`config.mk`:
```
export PLATFORM = sky130hd
export DESIGN_NAME = dppt_probe
export DESIGN_NICKNAME = d
export VERILOG_FILES = /design/src/rtl/core/dppt_pkg.sv /design/src/rtl/core/dppt_probe.sv
export SDC_FILE = /design/constraint.sdc
export NUM_CORES = 1
export LEC_CHECK = 0
export BUFFER_PORTS_ARGS = -buffer_cell sky130_fd_sc_hd__buf_2
export CAP_MARGIN = 0
export CELL_PAD_IN_SITES_DETAIL_PLACEMENT = 1
export CELL_PAD_IN_SITES_GLOBAL_PLACEMENT = 1
export CORE_ASPECT_RATIO = 0.5
export CORE_MARGIN = 2
export CORE_UTILIZATION = 37
export CTS_CLUSTER_DIAMETER = 40
export DETAILED_ROUTE_END_ITERATION = 10
export PLACE_DENSITY_LB_ADDON = 0.1
export SYNTH_ARGS = -nofsm -noshare
export SYNTH_HDL_FRONTEND = slang
export SYNTH_SLANG_ARGS = --single-unit
```
`constraint.sdc`:
```
create_clock -name i_clk -period 3.85 [get_ports i_clk]
set_input_delay 0.77 -clock i_clk [delete_from_list [all_inputs] [get_ports i_clk]]
set_output_delay 0.77 -clock i_clk [all_outputs]
set_load 0.01 [all_outputs]
```
`src/rtl/core/dppt_pkg.sv`:
```
`default_nettype none

package dppt_pkg;

    // Field widths.
    localparam int SAMPLE_W = 16;
    localparam int MAG_W    = 16;
    localparam int THR_W    = 15;
    localparam int TIME_W   = 32;
    localparam int FLIGHT_W = 33;
    localparam int PHASE_W  = 2;

    // Configuration port.
    localparam int APB_DATA_W = 32;
    localparam int ADDR_W     = 3;
    localparam int REG_IDX_W  = 1;
    localparam logic [REG_IDX_W-1:0] REG_ARM_THRESHOLD = 1'd0;
    localparam logic [THR_W-1:0]     ARM_THRESHOLD_RESET = 15'd164;

    // Phase codes as they appear on the result.
    localparam logic [PHASE_W-1:0] PHASE_CODE_WAIT  = 2'd0;
    localparam logic [PHASE_W-1:0] PHASE_CODE_TRACK = 2'd1;
    localparam logic [PHASE_W-1:0] PHASE_CODE_LOCK  = 2'd2;

    // Internal one-hot tracker state.
    typedef enum logic [2:0] {
        PH_WAIT  = 3'b001,
        PH_TRACK = 3'b010,
        PH_LOCK  = 3'b100
    } t_phase;

    // Status of one probe tracker.
    typedef struct packed {
        t_phase              phase;
        logic [MAG_W-1:0]    peak_mag;
        logic [TIME_W-1:0]   peak_time;
    } t_probe_state;

    // Map the one-hot state onto the result code.
    function automatic logic [PHASE_W-1:0] phase_code(input t_phase ph);
        logic [PHASE_W-1:0] code;
        case (ph)
            PH_TRACK: code = PHASE_CODE_TRACK;
            PH_LOCK:  code = PHASE_CODE_LOCK;
            default:  code = PHASE_CODE_WAIT;
        endcase
        return code;
    endfunction

endpackage

`default_nettype wire

```
`src/rtl/core/dppt_probe.sv`:
```
`default_nettype none

// Three-phase peak tracker for one probe. The state registers double as the
// result payload, since they only change when a new result is loaded.
module dppt_probe import dppt_pkg::*; (
    input  logic                       i_clk,
    input  logic                       i_rst_n,
    input  logic                       i_advance,
    input  logic signed [SAMPLE_W-1:0] i_sample,
    input  logic [TIME_W-1:0]          i_time,
    input  logic [THR_W-1:0]           i_threshold,
    output t_probe_state               o_state
);

    t_phase            r_phase, n_phase;
    logic [MAG_W-1:0]  r_peak_mag, n_peak_mag;
    logic [TIME_W-1:0] r_peak_time, n_peak_time;
    logic [MAG_W-1:0]  mag;
    logic              above_thr;
    logic              above_peak;
    logic              below_half;

    // Absolute value; the most negative sample gives exactly 32768.
    assign mag = i_sample[SAMPLE_W-1] ? MAG_W'(~i_sample + 1'b1) : MAG_W'(i_sample);

    assign above_thr  = mag > {1'b0, i_threshold};
    assign above_peak = mag > r_peak_mag;
    assign below_half = {mag, 1'b0} < {1'b0, r_peak_mag};

    // Next-state logic for the tracker.
    always_comb begin
        n_phase     = r_phase;
        n_peak_mag  = r_peak_mag;
        n_peak_time = r_peak_time;
        case (r_phase)
            PH_WAIT: begin
                if (above_thr) begin
                    n_phase     = PH_TRACK;
                    n_peak_mag  = mag;
                    n_peak_time = i_time;
                end
            end
            PH_TRACK: begin
                if (above_peak) begin
                    n_peak_mag  = mag;
                    n_peak_time = i_time;
                end else if (below_half) begin
                    n_phase = PH_LOCK;
                end
            end
            PH_LOCK: begin
                n_phase = PH_LOCK;
            end
            default: begin
                n_phase = PH_WAIT;
            end
        endcase
    end

    // State update, one step per item.
    always_ff @(posedge i_clk) begin
        if (!i_rst_n) begin
            r_phase     <= PH_WAIT;
            r_peak_mag  <= '0;
            r_peak_time <= '0;
        end else if (i_advance) begin
            r_phase     <= n_phase;
            r_peak_mag  <= n_peak_mag;
            r_peak_time <= n_peak_time;
        end
    end

    assign o_state.phase     = r_phase;
    assign o_state.peak_mag  = r_peak_mag;
    assign o_state.peak_time = r_peak_time;

endmodule

`default_nettype wire

```
Word level (Yosys, flattened, before mapping)
Index checks and enable logic that the tools add are counted.
Word-level totals
  bits in registers: 51
  bits of input ports: 66
  output and inout bits: 51
  logic and storage cells: 29
Operators by class
  add/subtract/negate cells: 1
  magnitude comparators: 3
  eq/ne operators: 7
  muxes and demuxes: 11
  bitwise logic cells: 1
  reductions and logical operators: 3
Operator list (count)
  32-bit 2-to-1 mux: 2
  32-bit case mux with 2 select lines: 1
  16-bit 2-to-1 mux: 3
  16-bit case mux with 2 select lines: 1
  17-bit by 16-bit < comparator with 1-bit output: 1
  16-bit by 1-bit adder with 16-bit output (second input constant): 1
  16-bit by 15-bit greater-than comparator with 1-bit output: 1
  16-bit greater-than comparator: 1
  16-bit NOT: 1
  3-bit 2-to-1 mux: 3
  3-bit case mux with 3 select lines: 1
  2-bit inequality test (second input constant): 4
  4-bit AND reduction: 2
  3-bit by 1-bit equality test with 1-bit output (second input constant): 1
  3-bit by 2-bit equality test with 1-bit output (second input constant): 1
  3-bit equality test (second input constant): 1
  2-bit nonzero test: 1

Longest topological paths before layout
  depth in word-level cells: 7
  gate-level depth with buffers: 15

Worst setup path after synthesis
OpenSTA, ideal clock, no wires.
  path type: input -> register
  start point: in i_sample[5]
  end point: reg r_phase[1]
  library setup time: 0.122 ns
  arrival time: 3.459 ns
  data required time: 3.728 ns
  slack: 0.269 ns
  stages: 12
  path through: nor4_4 > nand3b_1 > o41ai_1 > xnor2_1 > ha_1 > nand4_1 > nor4_2 > a21oi_1 > a21boi_0 > nor2_1 > or2_1 > a221o_1
Between the ends
  word-level cells in the longest chain between the ends: 6
  elaborated cells on any way between the ends: 10
Ends and longest elaborated chain
  start: declaration: line dppt_probe.sv:9  | input logic signed [SAMPLE_W-1:0] i_sample,
  16-bit NOT (*): line dppt_probe.sv:24  | assign mag = i_sample[SAMPLE_W-1] ? MAG_W'(~i_sample + 1'b1) : MAG_W'(i_sample);
  16-bit by 1-bit adder with 16-bit output (*): line dppt_probe.sv:24
  16-bit 2-to-1 mux (*): line dppt_probe.sv:24
  via mag[10]: line dppt_probe.sv:18  | logic [MAG_W-1:0] mag;
  17-bit by 16-bit < comparator with 1-bit output, or another cell as far along: line dppt_probe.sv:28  | assign below_half = {mag, 1'b0} < {1'b0, r_peak_mag};
  2-bit inequality test (no line)
  4-bit AND reduction (no line) (*)
  end signal: assignment: line dppt_probe.sv:67  | r_phase <= n_phase;
  end: declaration: line dppt_probe.sv:15  | t_phase r_phase, n_phase;
The timed path passes the listed nets; every way through them passes the cells marked *.
A chain may end at the register's enable or synchronous reset.

Worst setup path in the final report
  start point: in i_sample[2]
  end point: reg r_peak_mag[1]
Between the ends
  word-level cells in the longest chain between the ends: 6
  elaborated cells on any way between the ends: 8
Ends and longest elaborated chain
  16-bit NOT (*): line dppt_probe.sv:24
  16-bit by 1-bit adder with 16-bit output (*): line dppt_probe.sv:24
  16-bit 2-to-1 mux (*): line dppt_probe.sv:24
  via mag[10]: line dppt_probe.sv:18
  16-bit greater-than comparator or 16-bit by 15-bit greater-than comparator with 1-bit output (tied branches): line dppt_probe.sv:27, dppt_probe.sv:26
  2-bit inequality test (no line)
  4-bit AND reduction (no line) (*)
  end signal: assignment: line dppt_probe.sv:68  | r_peak_mag <= n_peak_mag;
  end: declaration: line dppt_probe.sv:16  | logic [MAG_W-1:0] r_peak_mag, n_peak_mag;
Marks and branches as above.

==> flow_metrics.py <==
metrics = {
    "floorplan": {
        "rows": 24,
        "dieArea_mm2": 0.0101,
        "die_w_um": 140,
        "core_area_mm2": 0.00886,
        "die_y_um": 72.0,
        "io_pins": 117,
        "start_util": 0.387,
    },
    "drt": {
        "highest_layer": "met4",
        "wl_um": 10100,
        "wl_per_cell_um": 14.9,
        "met2WireLength_um": 4550,
        "met1_length_um": 4960,
        "viasPerCell": 5.06,
        "drc": 12,
        "ant_nets": 0,
        "wl_met3_um": 596,
        "vias": 3436,
        "drtPass1Iterations": 8,
        "dr.first_iter.drc_count": 119,
    },
    "critical_path": {
        "r2r_setup_slack_ns": 1.36,
        "required_ns": 4.05,
        "critPathSlowestCell": "nor4_4",
        "cp.arrival_ns": 3.94,
        "cp_common_cell": "nor4_4",
        "path_class": "primary input to flip-flop",
        "critPathMaxStageDelay_ns": 0.34,
        "reg2reg_depth": 9,
        "critPathCaptureType": "flip-flop",
        "path_cells": "buf_2 -> nor4_4 -> nand3b_1 -> o41ai_2 -> xnor2_1 -> ha_1 -> nand4_1 -> nor4_4 -> a21oi_1 -> a211o_2 -> o32ai_4 -> buf_6 -> buf_12 -> nor2_1 -> a211oi_2",
        "crit_path_start_kind": "primary input",
        "cp_max_fo": 12,
    },
    "placement": {
        "placedCellCount": 667,
        "hpwl_um": 7870,
        "numPortBuffers": 116,
        "place_congestion": 0.828,
    },
    "pwr": {
        "p_leak_nw": 2.23,
        "power.switching_mw": 1.10,
        "peakVddDrop_mv": 0.253,
        "pwr-share-seq": 0.284,
        "power_mw": 2.73,
        "powerDensity_mw_per_mm2": 588,
        "power_frac_clock": 0.169,
        "internal_power_mw": 1.62,
        "combPwrFrac": 0.547,
        "p_sw_frac": 0.405,
    },
    "cells_and_area": {
        "stdcell_count": 679,
        "layout-drive-gt1-share": 0.351,
        "antenna_cells_inserted": 0,
        "num-fill-cells": 1139,
        "area_growth_pct": 35.6,
        "finalNetCount": 674,
    },
    "worst_hold_path": {
        "hold_class": "flip-flop to flip-flop",
        "min_path_cells": 2,
    },
    "timing": {
        "min_period_ns": 3.73,
        "hold_violations": 0,
        "finalCritPeriodShare": 0.970,
        "setup_tns_ns": 0,
        "maxClockFrequency_ghz": 0.268,
        "finalMaxSlewViolations": 0,
        "clock_skew_ns": 0.00474,
        "worst_slew_pin_slew_ns": 0.812,
        "setup_viol": 0,
        "max-slew-margin-rel": 0.458,
    },
    "synth": {
        "synthTopCellsByArea": "dfxtp_1, ha_1, nand3_1, nand2_1, a211oi_2",
        "synth_cells": 415,
        "synth_nets": 528,
        "synth_top_area_frac": 0.298,
        "syn_area_per_cell_um2": 8.25,
        "ys_ff_latch": 51,
        "netlist-cell-type-count": 44,
        "ys_seq_area_frac": 0.298,
        "synth-edff-count": 0,
        "yosys_warnings": 0,
        "synthArstFlopShare": 0,
        "syn-cell-area_mm2": 0.00343,
        "synthFlopType": "dfxtp_1",
        "yosys.area.top_type": "dfxtp_1",
    },
    "global_routing": {
        "antenna_found_initial": 0,
        "grtUsageTotal": 0.190,
        "grt_pass1_wl_um": 15700,
        "grt_overflow": 0,
        "grt_max_degree": 57,
        "first_global_vias": 3264,
    },
    "clock_network": {
        "cts_tree": "done",
        "numCtsBuffers": 5,
        "clk_latency_ns": 0.29,
        "clkSinkCount": 51,
        "clk_pin_slew_ns": 0.07,
        "cts_htree_levels": 2,
        "cts_max_path_buffers": 2,
        "cts-root-buf": "clkbuf_16",
    },
    "outcome": {
        "violations": "DRC",
        "status": "complete, but fails checks",
    },
    "job": {
        "maxCapViolations": 0,
    },
}
## registers in the layout, indices dropped and copies added (netlist names)
register,count
r_peak_time,32
r_peak_mag,16
r_phase,3
## cell usage after synthesis (2+ instances only)
master,instances
a211oi_1,3
a211oi_2,14
a21boi_0,3
a21o_1,6
a21oi_1,13
buf_2,5
buf_6,6
clkbuf_1,9
dfxtp_1,51
ha_1,47
inv_1,37
nand2_1,49
nand2b_1,3
nand3_1,42
nand4_1,6
nor2_1,24
nor2b_1,4
nor3_1,7
nor4_2,3
o211ai_1,2
o21a_1,3
o21ai_0,31
o21ai_1,10
o31ai_1,4
or2_2,2
xnor2_1,13
## timing repair
action / CTS / global route
hold buffers: 0 / 0
endpoints found under the setup margin: 0 / 51
setup buffers: 0 / 2
resized for setup: 0 / 15
## cell type report
type,instances,area (um2),share of cell area
timing repair buffer,159,983,0.212
multi-input combinational,307,2200,0.474
inverter,37,139,0.0299
tap,117,146,0.0315
clock buffer,6,139,0.0299
sequential,51,1020,0.220
clock inverter,2,16.3,0.00350
## cells in the final DEF (no fill, tap or decap), types with 4 or more instances in the layout
master     count
buf_2        116
dfxtp_1       51
nand2_1       49
ha_1          47
nand3_1       42
inv_1         37
buf_4         36
o21ai_0       29
nor2_1        24
a211oi_2      14
a21oi_1       13
xnor2_1       12
o21ai_1       10
clkbuf_16      7
nor3_1         6
nand4_1        6
a21o_1         6
nor2b_1        4
## power groups by stage
stage	combinational (mW)	clock [mW]	sequential (mW)
2_1_floorplan	0.808	0	0.863
6_report	1.49	0.460	0.776
4_1_cts	1.38	0.474	0.777
3_3_place_gp	1.33	0	0.784
3_5_place_dp	1.36	0	0.789
5_1_grt	1.66	0.493	0.796
## metal layers
layer,up-vias,GRT usage
met1,1586,0.271
met5,-,0
met2,92,0.317
met3,4,0.0251
met4,0,0.0269
li1,1754,-
## final timing paths
kind                                  end                          from
min          r_peak_time[12]$_SDFFE_PN0P_  r_peak_time[12]$_SDFFE_PN0P_
max            r_peak_mag[1]$_SDFFE_PN0P_                   i_sample[2]
max reg2reg       r_phase[1]$_SDFFE_PN0P_    r_peak_mag[1]$_SDFFE_PN0P_
min reg2reg  r_peak_time[12]$_SDFFE_PN0P_  r_peak_time[12]$_SDFFE_PN0P_
## critical path: cells and delay by family
| family | cells | cell delay (ns) |
|---|---|---|
| AO/OA/AOI/OAI | 5 | 1.13 |
| buffers and inverters | 3 | 0.42 |
| XOR/XNOR | 1 | 0.15 |
| AND/OR/NAND/NOR | 5 | 1.13 |
| adder cells (fa/ha/maj) | 1 | 0.32 |
## cells by family (layout without fill, tap and decap cells)
kind of cell | after synthesis | in the layout | synth area share
AOI/OAI and AO/OA | 100 | 100 | 0.211
xor gates and xnor gates | 13 | 13 | 0.0332
adders and majority gates | 47 | 47 | 0.172
buffers and inverters | 57 | 204 | 0.0774
DFF | 51 | 51 | 0.298
and+or+nand+nor | 147 | 147 | 0.209
## per-stage QoR
step,instance area [um2],setup slack (ns),util,hold slack [ns]
final,4640,0.116,0.524,0.452
after global placement,4360,-0.0923,0.492,0.443
after CTS,4510,0.0607,0.509,0.460
after global routing,4640,-0.104,0.524,0.477
after floorplan,3430,0.269,-,0.481
after detailed placement,4360,-0.231,0.492,0.450
Note: power is estimated with default switching activity, not from simulation.
